File: src/sv/sat_clause_count_best_flip_assert.svh
// Assertion macros used by the top-level RTL file of the clause evaluator.
`ifndef SAT_CLAUSE_COUNT_BEST_FLIP_ASSERT_SVH
`define SAT_CLAUSE_COUNT_BEST_FLIP_ASSERT_SVH

// The consequent must hold in the same cycle as the antecedent.
`define SCBF_ASSERT_SAME(label, clk, rst, ante, cons, msg) \
   label: assert property (@(posedge clk) disable iff (rst) (ante) |-> (cons)) \
      else $error(msg);

// The consequent must hold in the cycle after the antecedent.
`define SCBF_ASSERT_NEXT(label, clk, rst, ante, cons, msg) \
   label: assert property (@(posedge clk) disable iff (rst) (ante) |=> (cons)) \
      else $error(msg);

`endif

File: src/sv/scbf_pkg.sv
`timescale 1ns / 1ps

package scbf_pkg;

   localparam int NUM_VARS    = 64;
   localparam int NUM_CLAUSES = 512;
   localparam int SLOT_W      = 9;
   localparam int CNT_W       = 10;
   localparam int VAR_W       = $clog2(NUM_VARS);
   localparam int MASK_W      = 64;

   // Only the low NUM_VARS bits of a mask or an assignment take part.
   localparam logic [MASK_W-1:0] VAR_MASK = {MASK_W{1'b1}} >> (MASK_W - NUM_VARS);

   localparam logic [1:0] MODE_LOAD  = 2'd0;
   localparam logic [1:0] MODE_COUNT = 2'd1;
   localparam logic [1:0] MODE_FLIP  = 2'd2;

   localparam logic REG_CLAUSES_IN_USE = 1'b0;
   localparam logic [CNT_W-1:0] CLAUSES_IN_USE_RESET = CNT_W'(NUM_CLAUSES);

   typedef enum logic [1:0] {
      ST_IDLE,
      ST_SCAN,
      ST_SELECT
   } state_type;

   typedef struct packed {
      logic clear;
      logic accumulate;
   } lane_ctl_type;

   typedef logic [NUM_VARS-1:0][CNT_W-1:0] flip_counts_type;

endpackage

File: src/sv/scbf_flip_lanes.sv
`timescale 1ns / 1ps

module scbf_flip_lanes (
   input  logic                               clock,
   input  scbf_pkg::lane_ctl_type             ctl,
   input  logic [scbf_pkg::MASK_W-1:0]        clause_pos,
   input  logic [scbf_pkg::MASK_W-1:0]        clause_neg,
   input  logic [scbf_pkg::MASK_W-1:0]        assignment,
   output logic [scbf_pkg::CNT_W-1:0]         base_count,
   output scbf_pkg::flip_counts_type          flip_counts
);

   logic [scbf_pkg::CNT_W-1:0]  base_ff, base_in;
   scbf_pkg::flip_counts_type   flips_ff, flips_in;
   logic [scbf_pkg::MASK_W-1:0] hit, flip_hit;
   logic                        any_hit, one_hit;

   // A flipped clause is satisfied by its flipped literal, or by any hit
   // that does not depend on the flipped variable.
   assign hit      = ((clause_pos & assignment) | (clause_neg & ~assignment))
                     & scbf_pkg::VAR_MASK;
   assign flip_hit = ((clause_pos & ~assignment) | (clause_neg & assignment))
                     & scbf_pkg::VAR_MASK;
   assign any_hit  = |hit;
   assign one_hit  = $onehot(hit);

   always_comb begin
      base_in  = base_ff;
      flips_in = flips_ff;
      if (ctl.clear) begin
         base_in  = '0;
         flips_in = '0;
      end else if (ctl.accumulate) begin
         base_in = base_ff + scbf_pkg::CNT_W'(any_hit);
         for (int v = 0; v < scbf_pkg::NUM_VARS; v++) begin
            flips_in[v] = flips_ff[v] + scbf_pkg::CNT_W'(
               flip_hit[v] | (any_hit & ~(one_hit & hit[v])));
         end
      end
   end

   always_ff @(posedge clock) begin
      base_ff  <= base_in;
      flips_ff <= flips_in;
   end

   assign base_count  = base_ff;
   assign flip_counts = flips_ff;

endmodule

File: config.mk
export PLATFORM = sky130hd
export DESIGN_NAME = scbf_flip_lanes
export DESIGN_NICKNAME = d
export VERILOG_FILES = /design/src/sv/sat_clause_count_best_flip_assert.svh /design/src/sv/scbf_pkg.sv /design/src/sv/scbf_flip_lanes.sv
export SDC_FILE = /design/constraint.sdc
export NUM_CORES = 2
export LEC_CHECK = 0
export CAP_MARGIN = 10
export CORE_AREA = 2 2 327 329
export CTS_CLUSTER_SIZE = 40
export DETAILED_ROUTE_END_ITERATION = 6
export DIE_AREA = 0 0 329 331
export DONT_BUFFER_PORTS = 1
export HOLD_SLACK_MARGIN = 0.12
export PLACE_DENSITY_LB_ADDON = 0.2
export SYNTH_ARGS = -nofsm -noshare
export SYNTH_HDL_FRONTEND = slang
export SYNTH_SLANG_ARGS = --single-unit
File: constraint.sdc
create_clock -name clock -period 29.7 [get_ports clock]
set_input_delay 4.455 -clock clock [delete_from_list [all_inputs] [get_ports clock]]
set_output_delay 4.455 -clock clock [all_outputs]
set_load 0.05 [all_outputs]
# --- Yosys cells after proc, flatten, opt, wreduce, memory -nomap -nowiden ---
# Index checks and enable logic that the tools add are counted.
word_totals:
  register_bits: 650
  word_cells: 458
  out_inout_bits: 650
  in_bits: 195
classes:
  bitwise_logic: 263
  n_addsub: 128
  n_eq_ne: 1
  n_reduce_logical: 1
ops:
  columns: ["op", "n"]
  rows:
  - ["adder 10 bit", 64]
  - ["bitwise AND 1 x 10 -> 10 bit", 64]
  - ["NOT 1 -> 10 bit", 64]
  - ["bitwise OR 1 x 10 -> 10 bit", 64]
  - ["bitwise AND 64 bit", 4]
  - ["bitwise OR 64 bit", 2]
  - ["adder 1 x 1 -> 2 bit", 32]
  - ["bitwise AND 1 bit", 64]
  - ["NOT 64 bit", 1]
  - ["OR reduction 64 bit", 1]
  - ["adder 2 x 2 -> 3 bit", 16]
  - ["adder 3 x 3 -> 4 bit", 8]
  - ["adder 4 x 4 -> 5 bit", 4]
  - ["adder 5 x 5 -> 6 bit", 2]
  - ["adder 10 x 1 -> 10 bit", 1]
  - ["adder 6 x 6 -> 7 bit", 1]
  - ["equality test 7 x 1 -> 1 bit, second input constant", 1]

# --- Logic depth before layout (Yosys ltp) ---
logic_depth:
  word_depth: 15
  ltp_mapped: 32
  ltp_nobuf: 31

# --- Least setup slack after synthesis ---
# Ideal clock, no wire load.
synth_timing:
  kind: "input port to flip-flop"
  startpoint: "in assignment[53] (netlist bit)"
  endpoint: "reg flips_ff (netlist bit flip_counts[296])"
  arrival_ps: 12427
  t_required_ps: 29572
  path_stages: 32
  setup_time_ps: 128
  setup_slack_ps: 17145
  path_buffers: 2
  path_cell_list: "mux2_2 -> fa_1 -> inv_1 -> fa_1 -> inv_1 -> fa_1 -> inv_1 -> fa_1 -> inv_1 -> fa_1 -> inv_1 -> fa_1 -> inv_1 -> fa_1 -> fa_1 -> ha_1 -> inv_1 -> fa_1 -> or4b_1 -> a2111oi_0 -> o21ai_0 -> nor3_1 -> buf_2 -> clkbuf_1 -> o21ai_0 -> a221o_1 -> ha_1 -> ha_1 -> and3_1 -> nand4_1 -> xor2_1 -> nor2_1"
synth_via:
  elab_chain_len: 15
  word_cells_on_any_way: 17
  classes_between: "add/sub (7); eq/ne (1); bitwise (8); reduce/logical (1)"
synth_rtl:
  columns: ["item", "line", "source"]
  rows:
  - ["start: declaration", "scbf_flip_lanes.sv:8", "input logic [scbf_pkg::MASK_W-1:0] assignment,"]
  - ["NOT 64 bit", "scbf_flip_lanes.sv:20", "assign hit = ((clause_pos & assignment) | (clause_neg & ~assignment))"]
  - ["bitwise AND 64 bit", "scbf_flip_lanes.sv:20", null]
  - ["bitwise OR 64 bit *", "scbf_flip_lanes.sv:20", null]
  - ["adder 1 x 1 -> 2 bit (implied by the code)", "scbf_flip_lanes.sv:25", "assign one_hit = $onehot(hit);"]
  - ["adder 2 x 2 -> 3 bit (implied by the code)", "scbf_flip_lanes.sv:25", null]
  - ["adder 3 x 3 -> 4 bit (implied by the code)", "scbf_flip_lanes.sv:25", null]
  - ["adder 4 x 4 -> 5 bit (implied by the code)", "scbf_flip_lanes.sv:25", null]
  - ["adder 5 x 5 -> 6 bit (implied by the code)", "scbf_flip_lanes.sv:25", null]
  - ["adder 6 x 6 -> 7 bit (implied by the code)", "scbf_flip_lanes.sv:25", null]
  - ["equality test 7 x 1 -> 1 bit", "scbf_flip_lanes.sv:25", null]
  - ["bitwise AND 1 bit", "scbf_flip_lanes.sv:37", "flip_hit[v] | (any_hit & ~(one_hit & hit[v])));"]
  - ["NOT 1 -> 10 bit", "scbf_flip_lanes.sv:37", null]
  - ["bitwise AND 1 x 10 -> 10 bit *", "scbf_flip_lanes.sv:37", null]
  - ["bitwise OR 1 x 10 -> 10 bit *", "scbf_flip_lanes.sv:37", null]
  - ["adder 10 bit *", "scbf_flip_lanes.sv:36", "flips_in[v] = flips_ff[v] + scbf_pkg::CNT_W'("]
  - ["end signal: assignment", "scbf_flip_lanes.sv:44", "flips_ff <= flips_in;"]
  - ["end: declaration", "scbf_flip_lanes.sv:14", "scbf_pkg::flip_counts_type flips_ff, flips_in;"]
# Every way passes the cells marked *; elsewhere a longest branch is shown, timed or not.
# A chain may end at the register's enable or synchronous reset.

# --- Worst setup path after layout ---
layout_timing:
  startpoint: "in assignment[41] (netlist bit)"
  endpoint: "reg flips_ff (netlist bit flip_counts[194])"
# Same word-level chain as after synthesis.

==> results_dict.tcl <==
set metrics [dict create \
    path_max_fanout 45 \
    sequentialPowerShare_pct 38.5 \
    cp-startpoint "assignment[41]" \
    final_nets 3885 \
    postSynthCellCount 3523 \
    clock_tree.htree_level_count 3 \
    vdd_ir_drop_max_v 0.000170 \
    synth_flop_cell "sky130_fd_sc_hd__dfxtp_1" \
    post_synth.cell_area_avg_um2 8.90 \
    io_buffer_count 0 \
    maxSlewHeadroom_pct 16.0 \
    core-area_mm2 0.105 \
    grt_setup_unrepaired "false" \
    fp.dieArea_mm2 0.109 \
    post-synth-top-area-cell "sky130_fd_sc_hd__dfxtp_1" \
    p_int_w 0.00209 \
    synth_enable_flop_cells 0 \
    worst_slew_pin_slew_ps 1260 \
    route.vias.total 24200 \
    rows 119 \
    powerDensity_mw_per_mm2 102 \
    post-dp-hpwl_um 84900 \
    detailedRoute.firstIterationViolations 1187 \
    finalWirelength_um 111000 \
    reg2reg_depth 5 \
    globalplace.congestion 0.829 \
    worst-endpoint-required_ps 30200 \
    design.portCount 845 \
    run_status "completed" \
    yosys.cell_types.count 38 \
    cts.sinks 650 \
    syn-cell-area_mm2 0.0314 \
    setup.worst_path.end_class "flip-flop" \
    die_x_um 329 \
    post-synth-top-area-fraction_pct 41.5 \
    period_minus_slack_ps 13120 \
    max_cap_violations 0 \
    worst_hold_path_type "reg -> reg" \
    post-synth-top-count-cell "sky130_fd_sc_hd__dfxtp_1" \
    postSynthNetCount 3919 \
    global_route_wire_length_before_repair_um 157000 \
    post_cts_buffers 0 \
    drive_above_1_share_pct 4.54 \
    finClkSkew_ps 20.8 \
    worstSkewPairLatency_ps 650 \
    arrival_time_worst_endpoint_ps 13620 \
    antenna_found_initial 8 \
    regToRegStartpoint "flip_counts[40]$_SDFFE_PP0P_" \
    start_kind "input pin" \
    clock_power_share_pct 27.2 \
    setup.worst_path.end "flip_counts[194]$_SDFFE_PP0P_" \
    clk_transition_reported_paths_ps 60 \
    cts_tree "yes" \
    synth_commonest_cells "sky130_fd_sc_hd__dfxtp_1, sky130_fd_sc_hd__nor2_1, sky130_fd_sc_hd__xor2_1" \
    cts-resized-gates 0 \
    detailedRoute.firstPassIterationCount 5 \
    netlist_top_cells_area "sky130_fd_sc_hd__dfxtp_1, sky130_fd_sc_hd__xor2_1, sky130_fd_sc_hd__nor2_1" \
    cts_buffer_depth 3 \
    count_of_endpoints_failing_hold_in_the_final_timing_report 0 \
    switchingPower_w 0.00153 \
    wire_length_per_cell_after_detailed_routing_um 22.5 \
    maxClockFrequency_mhz 76.2 \
    cts-root-buf "sky130_fd_sc_hd__clkbuf_16" \
    flow.area_growth_from_synthesis_pct 12.6 \
    vias_per_cell 4.90 \
    rrSetupSlack_ps 27470 \
    ant_nets 0 \
    postSynth.asyncResetShare_pct 0 \
    cts_hold_buffers 0 \
    power.switching_fraction_pct 42.2 \
    ys_seq_elements 650 \
    leakage_nw 14.1 \
    die_h_um 331 \
    pin_count_of_the_biggest_net_entering_global_routing 651 \
    drc 0 \
    finalMaxSlewViolations 0 \
    grt_overflow 0 \
    share_comb_of_total_power_pct 34.3 \
    synth.yosys.seq_area_share_pct 41.5 \
    critical_path.reg2reg.endpoint "flip_counts[46]$_SDFFE_PP0P_" \
    timing.final.setup_violations 0 \
    hold-worst-slack_ps 754 \
    totalNegativeSetupSlack_ps 0 \
    criticalPathCategory "in -> reg" \
    initial_core_util_pct 29.9 \
    synth_warnings 0 \
    num_cts_buffers 80 \
    grtUsageTotal_pct 19.4 \
    min_period_over_period_pct 44.2 \
    grt_pass1_vias 22500 \
    layout.filler_cells 10900 \
]
[stage by stage]
step / utilization, % / std cells / instance area (µm²) / total power, W / setup WS, ps
4_1_cts: 33.6 / 4938 / 35300 / 0.00368 / 16480
3_3_place_gp: 31.1 / 4798 / 32700 / 0.00266 / 15810
2_1_floorplan: - / 3523 / 31400 / 0.00227 / 17150
3_5_place_dp: 31.1 / 4798 / 32700 / 0.00267 / 15780
6_report: 33.6 / 4942 / 35300 / 0.00361 / 16580
5_1_grt: 33.6 / 4938 / 35300 / 0.00392 / 15990
[critical path: stages]
cell	delay, ps
sky130_fd_sc_hd__mux2i_1	820
sky130_fd_sc_hd__fa_1	560
sky130_fd_sc_hd__fa_1	470
sky130_fd_sc_hd__fa_1	490
sky130_fd_sc_hd__inv_1	60
sky130_fd_sc_hd__fa_1	510
sky130_fd_sc_hd__inv_1	70
sky130_fd_sc_hd__fa_1	450
sky130_fd_sc_hd__fa_1	510
sky130_fd_sc_hd__inv_1	50
sky130_fd_sc_hd__fa_1	450
sky130_fd_sc_hd__fa_1	510
sky130_fd_sc_hd__ha_1	180
sky130_fd_sc_hd__inv_1	60
sky130_fd_sc_hd__fa_1	490
sky130_fd_sc_hd__or4b_1	430
sky130_fd_sc_hd__a2111oi_0	370
sky130_fd_sc_hd__o21ai_0	170
sky130_fd_sc_hd__nor3_2	210
sky130_fd_sc_hd__buf_4	590
sky130_fd_sc_hd__o21ai_0	320
sky130_fd_sc_hd__a221o_1	440
sky130_fd_sc_hd__ha_1	220
sky130_fd_sc_hd__ha_1	190
sky130_fd_sc_hd__and3_1	210
sky130_fd_sc_hd__nand2_1	90
sky130_fd_sc_hd__xor2_1	160
sky130_fd_sc_hd__nor2_1	50
[flip-flops by register name (all words and copies together), names as in the netlist]
register / flops
flip_counts: 640
base_count: 10
[power groups by stage]
stage	clock [W]	combinational [W]	sequential, W
2_1_floorplan	0	0.000930	0.00134
3_5_place_dp	0	0.00126	0.00141
5_1_grt	0.00105	0.00147	0.00140
4_1_cts	0.00101	0.00127	0.00140
6_report	0.000983	0.00124	0.00139
3_3_place_gp	0	0.00124	0.00141
[cells by family after synthesis]
family / Yosys count / synth area share (%)
simple gates: 1455 / 21.6
flops: 650 / 41.5
xor+xnor: 407 / 11.4
compound gates: 381 / 7.13
buf+inv: 241 / 2.91
fa+ha+maj: 201 / 9.31
mux: 188 / 6.13
[placed cells by master (no fill, tap or decap), types with 53 or more instances in the layout]
cell type	count
sky130_fd_sc_hd__a21oi_1	143
sky130_fd_sc_hd__and3_1	161
sky130_fd_sc_hd__clkbuf_16	80
sky130_fd_sc_hd__dfxtp_1	650
sky130_fd_sc_hd__fa_1	54
sky130_fd_sc_hd__ha_1	147
sky130_fd_sc_hd__inv_1	117
sky130_fd_sc_hd__mux2i_1	156
sky130_fd_sc_hd__nand2_1	356
sky130_fd_sc_hd__nand3_1	75
sky130_fd_sc_hd__nand4_1	101
sky130_fd_sc_hd__nor2_1	548
sky130_fd_sc_hd__nor2b_1	53
sky130_fd_sc_hd__o21ai_0	171
sky130_fd_sc_hd__or3_1	118
sky130_fd_sc_hd__xor2_1	378
[layout make-up]
class / count / area [µm²] / area share [%]
Tap cell: 1391 / 1740 / 4.93
Timing Repair Buffer: 7 / 52.6 / 0.149
Inverter: 118 / 444 / 1.26
Sequential cell: 650 / 13000 / 36.9
Antenna cell: 4 / 10.0 / 0.0283
Multi-Input combinational cell: 2632 / 17400 / 49.4
Clock buffer: 109 / 2210 / 6.26
Clock inverter: 31 / 402 / 1.14
[routing by layer]
layer	up-vias	global-route usage [%]	wire, µm
met5	-	0	60
met4	8	5.44	3040
met3	145	8.86	11700
met2	704	32.8	52600
met1	11400	22.0	43500
li1	11900	-	-
[worst min-delay path by stage]
stage | from | to | slack (ps) | depth (start not counted)
after floorplan | flip_counts[119]$_SDFFE_PP0P_ | flip_counts[119]$_SDFFE_PP0P_ | 710 | 2
after global placement | flip_counts[139]$_SDFFE_PP0P_ | flip_counts[139]$_SDFFE_PP0P_ | 740 | 2
after detailed placement | flip_counts[495]$_SDFFE_PP0P_ | flip_counts[495]$_SDFFE_PP0P_ | 750 | 2
after CTS | flip_counts[495]$_SDFFE_PP0P_ | flip_counts[495]$_SDFFE_PP0P_ | 760 | 2
after global routing | flip_counts[497]$_SDFFE_PP0P_ | flip_counts[497]$_SDFFE_PP0P_ | 780 | 2
final | flip_counts[139]$_SDFFE_PP0P_ | flip_counts[139]$_SDFFE_PP0P_ | 750 | 2
No activity file was read; power rests on OpenSTA's default activity.
